===== src/hdl/erle_pkg.sv =====
// types and constants shared by the escape-byte run-length encoder
// no dependencies

package erle_pkg;

    localparam logic [7:0] RUN_MAX         = 8'd255;
    localparam logic [7:0] MIN_ESCAPED_RUN = 8'd4;
    localparam logic [7:0] ESCAPE_BYTE     = 8'd0;
    localparam int         GROUP_BYTES     = 6;
    localparam int         GROUP_CNT_W     = 3;

    typedef struct packed {
        logic [7:0] in_byte;
        logic       in_last;
    } in_beat_t;

    typedef struct packed {
        logic [7:0] out_byte;
        logic       out_last;
    } out_beat_t;

    // one emitted run: up to three bytes
    typedef struct packed {
        logic [2:0][7:0] bytes;
        logic [1:0]      count;
    } run_emit_t;

    // every output byte caused by one input beat
    typedef struct packed {
        logic [GROUP_BYTES-1:0][7:0] bytes;
        logic [GROUP_CNT_W-1:0]      count;
        logic                        last;
    } group_t;

endpackage


===== src/hdl/erle_core.sv =====
// input register, run state and per-beat encoding into a byte group
// depends on erle_pkg

module erle_core (
    input  logic              aclk,
    input  logic              aresetn,
    input  logic              s_valid,
    output logic              s_ready,
    input  erle_pkg::in_beat_t s_data,
    output logic              grp_valid,
    input  logic              grp_ready,
    output erle_pkg::group_t  grp_data
);
    import erle_pkg::*;

    in_beat_t   in_reg;
    logic       in_valid_reg, in_valid_next;
    logic [7:0] run_value_reg, run_value_next;
    logic [7:0] run_length_reg, run_length_next;
    logic       run_open_reg, run_open_next;

    logic       s_accept, consume;
    logic [7:0] cur_byte, len_inc, mid_value, mid_length;
    logic       match, mid_open;
    run_emit_t  emit_a, emit_b;
    group_t     grp;

    function automatic run_emit_t emit_run(input logic [7:0] value, input logic [7:0] len);
        run_emit_t r;
        if (len >= MIN_ESCAPED_RUN || value == ESCAPE_BYTE) begin
            r.bytes[0] = ESCAPE_BYTE;
            r.bytes[1] = value;
            r.bytes[2] = len;
            r.count    = 2'd3;
        end else begin
            r.bytes[0] = value;
            r.bytes[1] = value;
            r.bytes[2] = value;
            r.count    = len[1:0];
        end
        return r;
    endfunction

    assign s_ready  = !in_valid_reg || grp_ready;
    assign s_accept = s_valid && s_ready;
    assign consume  = in_valid_reg && grp_ready;
    assign cur_byte = in_reg.in_byte;
    assign match    = run_open_reg && (cur_byte == run_value_reg);
    assign len_inc  = run_length_reg + 8'd1;

    always_comb begin
        emit_a          = '0;
        emit_b          = '0;
        mid_value       = run_value_reg;
        mid_length      = run_length_reg;
        mid_open        = run_open_reg;
        if (match) begin
            if (len_inc == RUN_MAX) begin
                // full run goes out at once
                emit_a.bytes[0] = ESCAPE_BYTE;
                emit_a.bytes[1] = run_value_reg;
                emit_a.bytes[2] = RUN_MAX;
                emit_a.count    = 2'd3;
                mid_open        = 1'b0;
                mid_length      = 8'd1;
            end else begin
                mid_length = len_inc;
            end
        end else begin
            if (run_open_reg) begin
                emit_a = emit_run(run_value_reg, run_length_reg);
            end
            mid_value  = cur_byte;
            mid_length = 8'd1;
            mid_open   = 1'b1;
        end
        run_value_next  = mid_value;
        run_length_next = mid_length;
        run_open_next   = mid_open;
        if (in_reg.in_last && mid_open) begin
            emit_b          = emit_run(mid_value, mid_length);
            run_open_next   = 1'b0;
            run_length_next = 8'd1;
        end
    end

    // pack the two emitted runs back to back
    always_comb begin
        grp       = '0;
        grp.count = GROUP_CNT_W'(emit_a.count) + GROUP_CNT_W'(emit_b.count);
        grp.last  = in_reg.in_last;
        case (emit_a.count)
            2'd0: begin
                grp.bytes[2:0] = emit_b.bytes;
            end
            2'd1: begin
                grp.bytes[0]   = emit_a.bytes[0];
                grp.bytes[3:1] = emit_b.bytes;
            end
            2'd2: begin
                grp.bytes[1:0] = emit_a.bytes[1:0];
                grp.bytes[4:2] = emit_b.bytes;
            end
            default: begin
                grp.bytes[2:0] = emit_a.bytes;
                grp.bytes[5:3] = emit_b.bytes;
            end
        endcase
    end

    assign grp_data  = grp;
    assign grp_valid = in_valid_reg && (grp.count != '0);

    always_comb begin
        in_valid_next = in_valid_reg;
        if (s_accept) begin
            in_valid_next = 1'b1;
        end else if (consume) begin
            in_valid_next = 1'b0;
        end
    end

    always_ff @(posedge aclk) begin
        if (!aresetn) begin
            in_valid_reg   <= 1'b0;
            run_value_reg  <= 8'd0;
            run_length_reg <= 8'd1;
            run_open_reg   <= 1'b0;
        end else begin
            in_valid_reg <= in_valid_next;
            if (consume) begin
                run_value_reg  <= run_value_next;
                run_length_reg <= run_length_next;
                run_open_reg   <= run_open_next;
            end
        end
    end

    always_ff @(posedge aclk) begin
        if (s_accept) begin
            in_reg <= s_data;
        end
    end

endmodule


===== src/hdl/erle_group_fifo.sv =====
// queue of byte groups between the encoder and the output serialiser
// depends on erle_pkg

module erle_group_fifo #(
    parameter int DEPTH = 4
) (
    input  logic             aclk,
    input  logic             aresetn,
    input  logic             wr_valid,
    output logic             wr_ready,
    input  erle_pkg::group_t wr_data,
    output logic             rd_valid,
    input  logic             rd_ready,
    output erle_pkg::group_t rd_data
);
    import erle_pkg::*;

    localparam int AW = $clog2(DEPTH);
    localparam int CW = $clog2(DEPTH + 1);

    group_t        mem [DEPTH];
    logic [AW-1:0] wr_ptr_reg, rd_ptr_reg;
    logic [CW-1:0] count_reg;
    logic          push, pop;

    assign wr_ready = (count_reg != CW'(DEPTH));
    assign rd_valid = (count_reg != '0);
    assign push     = wr_valid && wr_ready;
    assign pop      = rd_valid && rd_ready;
    assign rd_data  = mem[rd_ptr_reg];

    always_ff @(posedge aclk) begin
        if (!aresetn) begin
            wr_ptr_reg <= '0;
            rd_ptr_reg <= '0;
            count_reg  <= '0;
        end else begin
            if (push) begin
                wr_ptr_reg <= (wr_ptr_reg == AW'(DEPTH - 1)) ? '0 : wr_ptr_reg + AW'(1);
            end
            if (pop) begin
                rd_ptr_reg <= (rd_ptr_reg == AW'(DEPTH - 1)) ? '0 : rd_ptr_reg + AW'(1);
            end
            if (push && !pop) begin
                count_reg <= count_reg + CW'(1);
            end else if (pop && !push) begin
                count_reg <= count_reg - CW'(1);
            end
        end
    end

    always_ff @(posedge aclk) begin
        if (push) begin
            mem[wr_ptr_reg] <= wr_data;
        end
    end

endmodule


===== src/hdl/erle_serialiser.sv =====
// holds one byte group and sends its bytes one beat at a time
// depends on erle_pkg

module erle_serialiser (
    input  logic               aclk,
    input  logic               aresetn,
    input  logic               grp_valid,
    output logic               grp_ready,
    input  erle_pkg::group_t   grp_data,
    output logic               m_valid,
    input  logic               m_ready,
    output erle_pkg::out_beat_t m_data
);
    import erle_pkg::*;

    group_t                 cur_reg;
    logic                   cur_valid_reg;
    logic [GROUP_CNT_W-1:0] idx_reg;
    logic                   last_byte, done, load;

    assign m_valid   = cur_valid_reg;
    assign last_byte = (idx_reg == cur_reg.count - GROUP_CNT_W'(1));
    assign done      = m_valid && m_ready && last_byte;
    // take the next group in the cycle the current one finishes
    assign load      = !cur_valid_reg || done;
    assign grp_ready = load;

    assign m_data.out_byte = cur_reg.bytes[idx_reg];
    assign m_data.out_last = cur_reg.last && last_byte;

    always_ff @(posedge aclk) begin
        if (!aresetn) begin
            cur_valid_reg <= 1'b0;
            idx_reg       <= '0;
        end else if (load) begin
            cur_valid_reg <= grp_valid;
            idx_reg       <= '0;
        end else if (m_valid && m_ready) begin
            idx_reg <= idx_reg + GROUP_CNT_W'(1);
        end
    end

    always_ff @(posedge aclk) begin
        if (load && grp_valid) begin
            cur_reg <= grp_data;
        end
    end

endmodule


===== src/hdl/escape_rle_byte_encoder.sv =====
// escape-byte run-length encoder, one input byte per beat
// path: input register, group queue, then serialiser register
// throughput: one input beat per cycle while the group queue has room,
// output one byte per cycle; the output port sets the sustained rate
// reset: synchronous active-low aresetn empties all stages, no run open
// depends on erle_pkg, erle_core, erle_group_fifo, erle_serialiser

module escape_rle_byte_encoder #(
    parameter int GROUP_DEPTH = 4
) (
    input  logic                aclk,
    input  logic                aresetn,
    input  logic                s_valid,
    output logic                s_ready,
    input  erle_pkg::in_beat_t  s_data,
    output logic                m_valid,
    input  logic                m_ready,
    output erle_pkg::out_beat_t m_data
);
    import erle_pkg::*;

    group_t enc_grp, q_grp;
    logic   enc_valid, enc_ready, q_valid, q_ready;

    erle_core u_core (
        .aclk      (aclk),
        .aresetn   (aresetn),
        .s_valid   (s_valid),
        .s_ready   (s_ready),
        .s_data    (s_data),
        .grp_valid (enc_valid),
        .grp_ready (enc_ready),
        .grp_data  (enc_grp)
    );

    erle_group_fifo #(
        .DEPTH (GROUP_DEPTH)
    ) u_fifo (
        .aclk     (aclk),
        .aresetn  (aresetn),
        .wr_valid (enc_valid),
        .wr_ready (enc_ready),
        .wr_data  (enc_grp),
        .rd_valid (q_valid),
        .rd_ready (q_ready),
        .rd_data  (q_grp)
    );

    erle_serialiser u_ser (
        .aclk      (aclk),
        .aresetn   (aresetn),
        .grp_valid (q_valid),
        .grp_ready (q_ready),
        .grp_data  (q_grp),
        .m_valid   (m_valid),
        .m_ready   (m_ready),
        .m_data    (m_data)
    );

endmodule

===== config.mk =====
export PLATFORM = sky130hd
export DESIGN_NAME = escape_rle_byte_encoder
export DESIGN_NICKNAME = d
export VERILOG_FILES = /design/src/hdl/erle_pkg.sv /design/src/hdl/erle_core.sv /design/src/hdl/erle_group_fifo.sv /design/src/hdl/erle_serialiser.sv /design/src/hdl/escape_rle_byte_encoder.sv
export SDC_FILE = /design/constraint.sdc
export NUM_CORES = 1
export LEC_CHECK = 0
export ABC_AREA = 1
export BUFFER_PORTS_ARGS = -buffer_cell sky130_fd_sc_hd__buf_2
export CELL_PAD_IN_SITES_DETAIL_PLACEMENT = 0
export CELL_PAD_IN_SITES_GLOBAL_PLACEMENT = 1
export CORE_MARGIN = 2
export CORE_UTILIZATION = 30
export CTS_CLUSTER_SIZE = 25
export DETAILED_ROUTE_END_ITERATION = 10
export PLACE_DENSITY = 0.56
export SKIP_LAST_GASP = 1
export SYNTH_ARGS = -nofsm -noshare
export SYNTH_HDL_FRONTEND = slang
export SYNTH_SLANG_ARGS = --single-unit

===== constraint.sdc =====
create_clock -name aclk -period 10.31 [get_ports aclk]
set_clock_uncertainty 0.05 [all_clocks]
set_input_delay 1.5465 -clock aclk [delete_from_list [all_inputs] [get_ports aclk]]
set_output_delay 1.5465 -clock aclk [all_outputs]
set_load 0.05 [all_outputs]

* Word-level counts from Yosys, hierarchy flattened *
Memory sizes are Yosys's and may differ from the RTL's. A register that Yosys moved wholly into a read port is not among the register bits.
Index checks and enable logic that the tools add are counted.

storage, ports and cells
  bits of input ports = 13
  latch bits = 0
  register bits = 38
  bits in read-only memories = 0
  memories = 1
  output and inout bits = 11
  bits in writable memories = 208
  logic and storage cells = 89

memories
  name        words  width  rd ports  clocked after Yosys merged registers in  write ports  line                   RTL
  u_fifo.mem  4      52     1         1                                        1            erle_group_fifo.sv:21  group_t mem [DEPTH];

operators by class
  muxes and demuxes = 27
  $mul = 0
  order comparisons = 3
  bitwise logic cells = 1
  shift operators = 0
  divide/modulo/power cells = 0
  add/subtract/negate cells = 8
  equal/unequal tests = 8
  reductions and logical operators = 30

operators by type and width
  cell                                                                    count
  26-bit two-way mux                                                      6
  24-bit one-hot mux with 3 select lines                                  1
  8-bit two-way mux                                                       6
  8-bit binary-select mux with 3-bit select                               1
  8-bit one-hot mux with 3 select lines                                   1
  8-bit by 3-bit >= comparator with 1-bit output (second input constant)  2
  8-bit zero test                                                         2
  8-bit one-hot mux with 2 select lines                                   1
  1-bit logical AND                                                       12
  8-bit by 1-bit adder with 8-bit output (second input constant)          1
  8-bit equality test                                                     1
  8-bit equality test (second input constant)                             1
  1-bit two-way mux                                                       7
  3-bit by 1-bit adder with 3-bit output (second input constant)          2
  2-bit equality test (second input constant)                             3
  3-bit two-way mux                                                       2
  3-bit nonzero test                                                      2
  3-bit by 1-bit subtractor with 3-bit output (second input constant)     2
  2-bit by 1-bit adder with 2-bit output (second input constant)          2
  1-bit zero test                                                         4
  1-bit logical OR                                                        4
  3-bit by 4-bit < comparator with 1-bit output (second input constant)   1
  2-bit two-way mux                                                       2
  2-bit nonzero test                                                      2
  8 further kinds                                                         9

* Logic depth before layout (Yosys ltp) *
Gate-level depths: netlist of run 1.

  word-level depth = 16
  mapped depth = 26

* Cells and area by module *
A second synthesis of run 1 with hierarchy kept.

second synthesis, totals
  cells, all modules = 1172
  area, all modules = 13664.4 um^2

modules (own cells, without submodules)
  module           cells each  area an instance (um^2)  times used
  erle_group_fifo  572         8750.9                   1
  erle_core        422         2612.5                   1
  erle_serialiser  178         2301.0                   1

* Worst setup path before layout of run 1 *
OpenSTA, ideal clock, no wires.

  path type = flip-flop to flip-flop
  start point = reg u_core.run_length_reg[0]
  end point = mem u_fifo.mem[0][0] (netlist bit) (enable)
  period minus slack after synthesis = 5.576 ns
  slack = 4.734 ns
  arrival time = 5.064 ns
  cell stages (with the launch flop) = 17
  buffers on the path = 0
  cells stage by stage = dfxtp_1 ha_1 nand3_1 o21ai_0 nand2_1 nor2_4 nand2_2 nand2_1 nand2_2 nor2_8 nand3_4 inv_2 a31oi_1 ha_1 fa_1 o31ai_1 nor2_1

RTL lines
  item                    line                   RTL
  from (decl)             erle_core.sv:19        logic [7:0] run_length_reg, run_length_next;
  from (signal assigned)  erle_core.sv:133       run_length_reg <= run_length_next;
  to (decl)               erle_group_fifo.sv:21

==> results.md, run 1 <==
* Outcome: finished clean
* Root Buffer: clkbuf_16
* LEAKAGE at approximately 5 nW
* Port bufs at 23
* Yosys cell types at 42
* Achievable frequency at about 0.19 GHz
* # resized after CTS at 0
* Routed wire length at 34400 µm
* Post-CTS setup buffers at 0
* GR Util All Layers at between 15 and 20%
* PD cells at 252 nW/µm²
* Largest net degree at the start of global routing at 88
* Hold slack final at roughly 0.44 ns
* First-pass GRT wire length at between 50000 and 60000 µm
* CTS Sinks at approximately 300
* Initial Util at a little under a third
* Most common cell on crit path: ha_1
* Synth area leader: edfxtp_1
* Data required, critical path at 10.66 ns
* I/O pin count at 24
* Worst slew pin tran at approximately 1.1 ns
* Minimum clock period at between 5 and 6 ns
* Post-synth EDFFs at 269
* Final Util at between 30% and 40%
* Synth Flop Type: edfxtp_1
* Multi-input gate area at ~3700 µm²
* Slowest-stage cell, CP: o31ai_2
* Post-Place Cells at 1671
* Mapped Area at approximately 13000 µm²
* # fillers at between 4000 and 5000
* Drt first pass iters at 5
* Layout Nets at ~1200
* WL met3 at about 1400 µm
* Syn avg cell area at 11.2 µm²
* Rows at 75
* Top post-synthesis cells by area: edfxtp_1 (63%), o21ai_0 (6.1%), nor2_1 (5.7%), dfxtp_1 (4.5%), nand2_1 (3.9%)
* Share of cells above drive strength 1 at 11.5%
* CTS buffer count at 34
* Clock transition at the registers of the reported paths at around 0.060 ns
* Worst vdd ir at 0.000141 V
* Critical path type: flop to flop
* Crit path buf inv count at 3
* Vias/cell at roughly 5
* Gpl congestion at 0.905
* Endpoints failing setup at 0
* Final period utilization at ~50%
* FF+latch area at just under 9000 µm²
* Max FFs per register at ~210
* Synth Register Bits at between 200 and 300
* MaxCap Viol Count at 0
* Met1 WL at around 16000 µm
* # DRC at 0
* Slew HR at roughly a quarter
* CTS Hold Bufs at 0
* WP data arrival at around 5.6 ns
* Startpoint types: flop
* Routed length on met2 at 16500 µm
* Fin cells at between 1500 and 2000
* Full die area at 44400 µm²
* Vias at 8602
* Critical path, cell by cell: ha_1 > nand3_1 > o21ai_0 > nand2_1 > nor2_4 > nand2_2 > nand2_1 > nand2_2 > nor2_8 > nand3_4 > inv_2 > a31oi_1 > ha_1 > fa_1 > o31ai_2 > inv_1 > ha_1 > inv_1 > fa_1 > o21ai_0 > a21oi_1
* WL/cell at between 15 and 20 µm
* Max Buffers Root-to-Sink at 3
* Cells after Synth at roughly 1100
* Vias in the first global route at approximately 8600
* Remaining antenna violation count after routing at 0
* Post-synthesis sequential area ratio at around 68%
* CP peak stage delay at roughly 0.96 ns
* RSZ-0062 raised after global routing: no
* Dpl hpwl at ~22000 µm
* P&R area growth vs syn at 13.9%
* Cell with the most instances after synthesis: edfxtp_1
* Min-delay worst type: flop to flop
* Initial antenna violation count at 0
* Top Metal Used: met4
* Pins Over Slew Limit at 0
* Critical path's top delay family: adder cells
* Yosys warns at 0
* Final hold violation count at 0
* Drt first-iter violations at approximately 520
* Core Area at about 42000 µm²
* CP Max Fanout at 15
* CTS H-Tree Depth at 2
* Die width at roughly 210 µm
* Synth top area share at a little over three fifths
* TNS Setup at 0 ns
* Overflow after GRT at 0
* CTS tree: done
* Synth async-reset ratio at 0%
* DP Area at 13500 µm²
* Clk_lat worst skew at about 0.52 ns
* Final Instance Area at around 15000 µm²
* Die H at about 210 µm
* # diodes at 0
* Syn nets at 1174
* Crit. End Element: flop
* Synth cell count leaders: edfxtp_1 (269), nor2_1 (196), o21ai_0 (155)
worst reg2reg max path: cells and delay by family, from the launching register on:
kind	cells	cell delay (ns)
compound gates	5	1.44
fa+ha+maj	5	1.63
buf+inv	3	0.36
flops	1	0.50
simple gates	8	1.18
metrics by stage:
step           setup WS, ns  total power (W)
4_1_cts                5.06          0.00375
5_1_grt                4.57          0.00389
6_report               5.05          0.00368
3_3_place_gp           5.18          0.00258
3_5_place_dp           5.07          0.00259
2_1_floorplan          4.73          0.00227
worst paths after layout:
path	slack, ns	to	cells past startpoint	startpoint
worst max-delay path	5.05	u_fifo.count_reg[1]	21	u_core.run_length_reg[0]
worst min-delay path	0.44	u_fifo.count_reg[2]	2	u_fifo.count_reg[2]
worst max register to register	5.05	u_fifo.count_reg[1]	21	u_core.run_length_reg[0]
worst min register to register	0.44	u_fifo.count_reg[2]	2	u_fifo.count_reg[2]
cell type report:
type | instances | share of cell area, %
sequential | 298 | 59.4
multi-input combinational | 725 | 25.4
clock buffer | 38 | 5.93
tap | 539 | 4.62
inverter | 75 | 1.96
clock inverter | 23 | 1.36
timing repair buffer | 34 | 1.35
layout by cell type (no fill, tap or decap), drive strengths merged, types with 34 or more instances in the layout:
cell / instances
edfxtp: 269
nor2: 206
o21ai: 166
nand2: 141
inv: 76
o22ai: 56
a21oi: 39
nand3: 39
clkbuf: 38
buf: 34
layer usage:
metal	up-vias	global-route usage [%]
met5	-	0
met2	171	26.6
met4	0	4.95
met3	52	2.44
li1	4156	-
met1	4223	21.2
kinds of logic after synthesis:
family | count (synthesis) | share of synthesized area (%)
DFF | 298 | 67.6
and+or+nand+nor | 417 | 14.2
AOI/OAI and AO/OA | 286 | 12.4
xor gates and xnor gates | 8 | 0.547
buffers and inverters | 124 | 3.82
adders and majority gates | 14 | 1.48
where the power goes:
| part | total (W) | switching, W | internal (W) | leakage (nW) |
|---|---|---|---|---|
| registers | 0.00164 | 0.0000709 | 0.00157 | 2.71 |
| clock network | 0.00115 | 0.000483 | 0.000663 | 0.513 |
| logic | 0.000892 | 0.000665 | 0.000228 | 1.78 |
| total | 0.00368 | 0.00122 | 0.00246 | 5.00 |
(Power assumes the default switching activity.)
==> run 2: changes to the inputs <==
==> constraint.sdc (replaced) <==
create_clock -name aclk -period 5.4 [get_ports aclk]
set_clock_uncertainty 0.05 [all_clocks]
set_input_delay 0.81 -clock aclk [delete_from_list [all_inputs] [get_ports aclk]]
set_output_delay 0.81 -clock aclk [all_outputs]
set_load 0.05 [all_outputs]
==> run 2 against run 1 <==
  * Clock power rose by 110%
  * Flip-flop and latch count stayed put
  * Sequential power grew 93%
  * Critical path type unchanged
  * Highest routed layer unchanged
==> results.md, run 2 (synthesis results as in run 1) <==
* Data required, critical path at 5.74 ns (was 10.66 ns)
* Max FFs per register at 208 (unchanged)
* Outcome: finished clean (unchanged)
* Vias at 8604 (was 8602)
* Most frequent cells in the layout: edfxtp_1 (269), nor2_1 (191), o21ai_0 (155), nand2_1 (132), inv_1 (57) (unchanged)
* Clock transition at the registers of the reported paths at 0.06 ns (about the same)
* CTS tree: done (unchanged)
* LEAKAGE at 5.08 nW (was 5.00 nW)
* Worst slew pin tran at 1.15 ns (was 1.10 ns)
* Initial Util at 30.5% (unchanged)
* Largest net degree at the start of global routing at 106 (was 88)
* Clk_lat worst skew at 0.51 ns (was 0.52 ns)
* Root Buffer: clkbuf_16 (unchanged)
* Achievable frequency at 0.215 GHz (was 0.190 GHz)
* Drt first-iter violations at 582 (was 521)
* Leading cell type in the layout, fill and taps excluded: edfxtp_1 (unchanged)
* Hold slack final at 0.433 ns (was 0.440 ns)
* Final hold violation count at 0 (unchanged)
* Gpl congestion at 0.888 (was 0.905)
* # diodes at 0 (unchanged)
* CTS buffer count at 35 (was 34)
* WP data arrival at 5.00 ns (was 5.61 ns)
* TNS Setup at 0 ns (unchanged)
* MaxCap Viol Count at 0 (unchanged)
* Final Util at 35.1% (was 34.7%)
* CTS Hold Bufs at 0 (unchanged)
* Drt first pass iters at 5 (unchanged)
* Remaining antenna violation count after routing at 0 (unchanged)
* Rows at 75 (unchanged)
* CTS H-Tree Depth at 2 (unchanged)
* Vias/cell at 4.96 (was 4.97)
* GR Util All Layers at 16.1% (was 15.8%)
* Dpl hpwl at 22400 µm (was 21800 µm)
* Layout Nets at 1199 (was 1195)
* # resized after CTS at 0 (unchanged)
* Post-CTS setup buffers at 0 (unchanged)
* Vias in the first global route at 8409 (was 8559)
* Overflow after GRT at 0 (unchanged)
* Full die area at 44400 µm² (unchanged)
* Die H at 211 µm (unchanged)
* Routed wire length at 35200 µm (was 34400 µm)
* DP Area at 13600 µm² (was 13500 µm²)
* Initial antenna violation count at 0 (unchanged)
* RSZ-0062 raised after global routing: no (unchanged)
* Crit. End Element: flop (unchanged)
* # DRC at 0 (unchanged)
* First-pass GRT wire length at 53500 µm (was 52900 µm)
* I/O pin count at 24 (unchanged)
* Slew HR at 23.1% (was 26.0%)
* Startpoint types: flop (unchanged)
* PD cells at 491 nW/µm² (was 252 nW/µm²)
* Port bufs at 23 (unchanged)
* Min-delay worst type: primary input to flop (was flop to flop)
* R2r setup slk at 0.74 ns (was 5.05 ns)
* P&R area growth vs syn at 15.2% (was 13.9%)
* Post-Place Cells at 1674 (was 1671)
* WL/cell at 20.3 µm (was 19.8 µm)
* Critical path type: flop to flop (unchanged)
* Final Instance Area at 14800 µm² (was 14600 µm²)
* Share of cells above drive strength 1 at 11.4% (was 11.5%)
* Final period utilization at 86.3% (was 51.0%)
* Max Buffers Root-to-Sink at 3 (unchanged)
* Pins Over Slew Limit at 0 (unchanged)
* Die width at 211 µm (unchanged)
* CTS Sinks at 298 (unchanged)
* Worst vdd ir at 0.000210 V (was 0.000141 V)
* Fin cells at 1733 (was 1732)
* CP Max Fanout at 15 (unchanged)
* Endpoints failing setup at 0 (unchanged)
* Core Area at 42000 µm² (unchanged)
* Minimum clock period at 4.66 ns (was 5.26 ns)
## run 2: changes by cell type in the layout (fill, tap and decap cells not counted)
cell,previous run,this run
buf_12,0,5
buf_4,11,9
bufinv_16,2,6
clkbuf_16,34,35
clkinv_1,7,9
clkinv_2,6,4
clkinv_4,2,0
clkinv_8,1,0
clkinvlp_4,4,1
inv_6,3,2
## run 2: area by class of cell
class | count | area, µm²
fill | 4212 | 27300
clock inverter | 20 | 251
clock buffer | 39 | 891
multi-input combinational | 725 | 3710
sequential | 298 | 8660
tap | 539 | 674
timing repair buffer | 37 | 283
inverter | 75 | 287
## run 2: worst paths after layout
| kind | startpoint | end | depth (start not counted) |
|---|---|---|---|
| setup / recovery | u_core.run_length_reg[1] | u_fifo.count_reg[2] | 25 |
| hold / removal | s_data[1] | u_core.cur_byte[0] | 1 |
| setup reg to reg | u_core.run_length_reg[1] | u_fifo.count_reg[2] | 25 |
| hold reg to reg | u_fifo.count_reg[1] | u_fifo.count_reg[1] | 2 |
## run 2: metal layers
| metal | wire length (µm) | share of wire (%) | GRT usage (%) |
|---|---|---|---|
| met1 | 16300 | 46 | 21.9 |
| met2 | 16800 | 48 | 26.8 |
| met3 | 1370 | 3.9 | 2.35 |
| met5 | 0 | 0 | 0 |
| met4 | 688 | 2.0 | 4.20 |
## run 2: stage by stage
step / setup slack [ns] / power [W]
finish: 0.742 / 0.00724
global route: 0.140 / 0.00764
CTS: 0.758 / 0.00736
detailed placement: 0.762 / 0.00496
global placement: 0.868 / 0.00495
floorplan: -0.176 / 0.00434
## run 2: where the power goes
part | internal (W) | total (W) | switching [W]
Combinational | 0.000441 | 0.00171 | 0.00127
Sequential | 0.00300 | 0.00316 | 0.000156
Clock | 0.00147 | 0.00237 | 0.000902
## run 2: worst max-delay path, stage by stage (launching register included)
cell     delay [ns]
dfxtp_1        0.45
ha_1           0.26
nand3_1        0.13
o21ai_0        0.18
nand2_1        0.15
nor2_4         0.17
nand2_2        0.19
nand2_1        0.14
nand2_2        0.09
nor2_8         0.19
nand3_4        0.12
inv_2          0.15
a31oi_1        0.11
ha_1           0.22
fa_1           0.51
o31ai_2        0.25
buf_4          0.24
inv_1          0.06
ha_1           0.18
inv_1          0.11
fa_1           0.20
nor2_1         0.05
nor2_1         0.08
nand2_1        0.07
o21ai_0        0.15
a21oi_1        0.05
==> run 3: changes to the inputs <==
==> constraint.sdc (replaced) <==
create_clock -name aclk -period 5.4 [get_ports aclk]
set_clock_uncertainty 0.05 [all_clocks]
set_input_delay 1.08 -clock aclk [delete_from_list [all_inputs] [get_ports aclk]]
set_output_delay 1.08 -clock aclk [all_outputs]
set_load 0.05 [all_outputs]
==> run 3 against run 2 <==
  * Final cell count increased by 0.12%
  * Non-clock buffer count stayed put
  * First-iteration DRC count grew 11%
  * Worst hold slack gained 0.0080 ns
  * Via count up 0.81%
  * Clock-buffer cell count grew 5
  * Die area unchanged
  * Global-route usage grew 0.16 points
  * Flip-flop and latch count stayed put
  * Critical endpoint is now u_fifo.count_reg[1]
  * Highest routed layer unchanged
==> results.md, run 3 (synthesis results as in run 1) <==
* P&R area growth vs syn at 14.4% (was 15.2%)
* Multi-input gate area at 3710 µm² (unchanged)
* Layout Nets at 1199 (unchanged)
* # resized after CTS at 0 (unchanged)
* CTS Hold Bufs at 0 (unchanged)
* CTS tree: done (unchanged)
* Port bufs at 23 (unchanged)
* I/O pin count at 24 (unchanged)
* Max Buffers Root-to-Sink at 3 (unchanged)
* Share of cells above drive strength 1 at 10.9% (was 11.4%)
* Crit path buf inv count at 4 (unchanged)
* WL/cell at 20.4 µm (was 20.3 µm)
* Slowest-stage cell, CP: fa_1 (unchanged)
* Vias/cell at 5.00 (was 4.96)
* LEAKAGE at 5.02 nW (was 5.08 nW)
* FF+latch area at 8660 µm² (unchanged)
* Critical path's top delay family: adder cells (was simple AND/OR/NAND/NOR gates)
* # DRC at 0 (unchanged)
* Largest net degree at the start of global routing at 106 (unchanged)
* Initial Util at 30.5% (unchanged)
* Critical path, cell by cell: ha_1 > nand3_1 > o21ai_0 > nand2_1 > nor2_4 > nand2_2 > nand2_1 > nand2_2 > nor2_8 > nand3_4 > inv_2 > a31oi_1 > ha_1 > fa_1 > o31ai_2 > buf_4 > inv_1 > ha_1 > inv_1 > fa_1 > o21ai_0 > a21oi_1
* First-pass GRT wire length at 54300 µm (was 53500 µm)
* Final Instance Area at 14700 µm² (was 14800 µm²)
* CP peak stage delay at 0.51 ns (about the same)
* PD cells at 480 nW/µm² (was 491 nW/µm²)
* CTS Sinks at 298 (unchanged)
* Drt first pass iters at 5 (unchanged)
* Post-CTS setup buffers at 0 (unchanged)
* Leading cell type in the layout, fill and taps excluded: edfxtp_1 (unchanged)
* Worst reg2reg path startpoint: u_core.run_length_reg[1] (unchanged)
* Routed wire length at 35300 µm (was 35200 µm)
* Outcome: finished clean (unchanged)
* Core Area at 42000 µm² (unchanged)
* Clk_lat worst skew at 0.51 ns (about the same)
* Crit. End Element: flop (unchanged)
* Rows at 75 (unchanged)
* DP Area at 13600 µm² (unchanged)
* Min-delay worst type: flop to flop (was primary input to flop)
* Hold slack final at 0.441 ns (was 0.433 ns)
* Critical path type: flop to flop (unchanged)
* Crit path from: u_core.run_length_reg[1] (unchanged)
* Max FFs per register at 208 (unchanged)
* Achievable frequency at 0.214 GHz (was 0.215 GHz)
* Root Buffer: clkbuf_16 (unchanged)
* Clock transition at the registers of the reported paths at 0.06 ns (about the same)
* Drt first-iter violations at 646 (was 582)
* Remaining antenna violation count after routing at 0 (unchanged)
* Overflow after GRT at 0 (unchanged)
* Minimum clock period at 4.66 ns (about the same)
* Gpl congestion at 0.888 (about the same)
* Full die area at 44400 µm² (unchanged)
* GR Util All Layers at 16.2% (was 16.1%)
* Die width at 211 µm (unchanged)
* CP Max Fanout at 15 (unchanged)
* Vias in the first global route at 8559 (was 8409)
* Data required, critical path at 5.74 ns (about the same)
* Dpl hpwl at 22400 µm (about the same)
* Most common cell on crit path: ha_1
* Worst slew pin tran at 1.16 ns (was 1.15 ns)
* Vias at 8674 (was 8604)
* Endpoints failing setup at 0 (unchanged)
* Initial antenna violation count at 1 (was 0)
* # fillers at 4155 (was 4212)
* Worst hold start: u_fifo.count_reg[2] (was s_data[1])
* Pins Over Slew Limit at 0 (unchanged)
* Die H at 211 µm (unchanged)
* Most frequent cells in the layout: edfxtp_1 (269), nor2_1 (191), o21ai_0 (155), nand2_1 (132), inv_1 (57) (unchanged)
* CTS buffer count at 35 (unchanged)
* CTS H-Tree Depth at 2 (unchanged)
* RSZ-0062 raised after global routing: no (unchanged)
* WP data arrival at 5.00 ns (about the same)
* Final hold violation count at 0 (unchanged)
* Slew HR at 22.4% (was 23.1%)
* MaxCap Viol Count at 0 (unchanged)
* Startpoint types: flop (unchanged)
* Worst vdd ir at 0.000208 V (was 0.000210 V)
* Final period utilization at 86.3% (about the same)
==> run 3: through the flow <==
| stage | total power [W] | setup TNS (ns) | util (%) | worst slack, ns | instances |
|---|---|---|---|---|---|
| after floorplan | 0.00434 | -36.53 | - | -0.176 | 1147 |
| after global placement | 0.00495 | 0 | 32.4 | 0.866 | 1674 |
| after detailed placement | 0.00496 | 0 | 32.4 | 0.745 | 1674 |
| after CTS | 0.00714 | 0 | 34.8 | 0.742 | 1734 |
| after global routing | 0.00744 | 0 | 34.8 | 0.239 | 1734 |
| final | 0.00704 | 0 | 34.9 | 0.737 | 1735 |
==> run 3: final cells by class <==
class                           count  share of cell area [%]
Tap cell                          539                    4.60
Inverter                           75                    1.96
Multi-Input combinational cell    725                    25.3
Clock inverter                     16                   0.854
Timing Repair Buffer               37                    1.93
Sequential cell                   298                    59.1
Antenna cell                        1                  0.0171
Clock buffer                       44                    6.21
==> run 3: worst paths after layout <==
check / end / cells past startpoint / slack (ns)
worst min-delay path: u_fifo.count_reg[2] / 2 / 0.44
worst max register to register: u_fifo.count_reg[1] / 22 / 0.74
worst max-delay path: u_fifo.count_reg[1] / 22 / 0.74
worst min register to register: u_fifo.count_reg[2] / 2 / 0.44
==> run 3: tightest hold or removal path, stage by stage, from the launching register on <==
cell	delay [ns]
dfxtp_1	0.31
inv_1	0.08
a21oi_1	0.06
==> run 3: power by group <==
| part | switching [W] | total [W] | internal, W |
|---|---|---|---|
| clock | 0.000888 | 0.00217 | 0.00128 |
| sequential | 0.000153 | 0.00316 | 0.00300 |
| combinational | 0.00127 | 0.00171 | 0.000441 |
| total | 0.00231 | 0.00704 | 0.00473 |
==> run 3: routing by layer <==
metal / routed length [µm] / share of wire, % / vias up / track usage, %
li1: - / - / 4170 / -
met5: 0 / 0 / - / 0
met2: 17000 / 48 / 153 / 27.2
met3: 1230 / 3.5 / 47 / 2.62
met1: 16500 / 47 / 4304 / 22.0
met4: 638 / 1.8 / 0 / 4.08
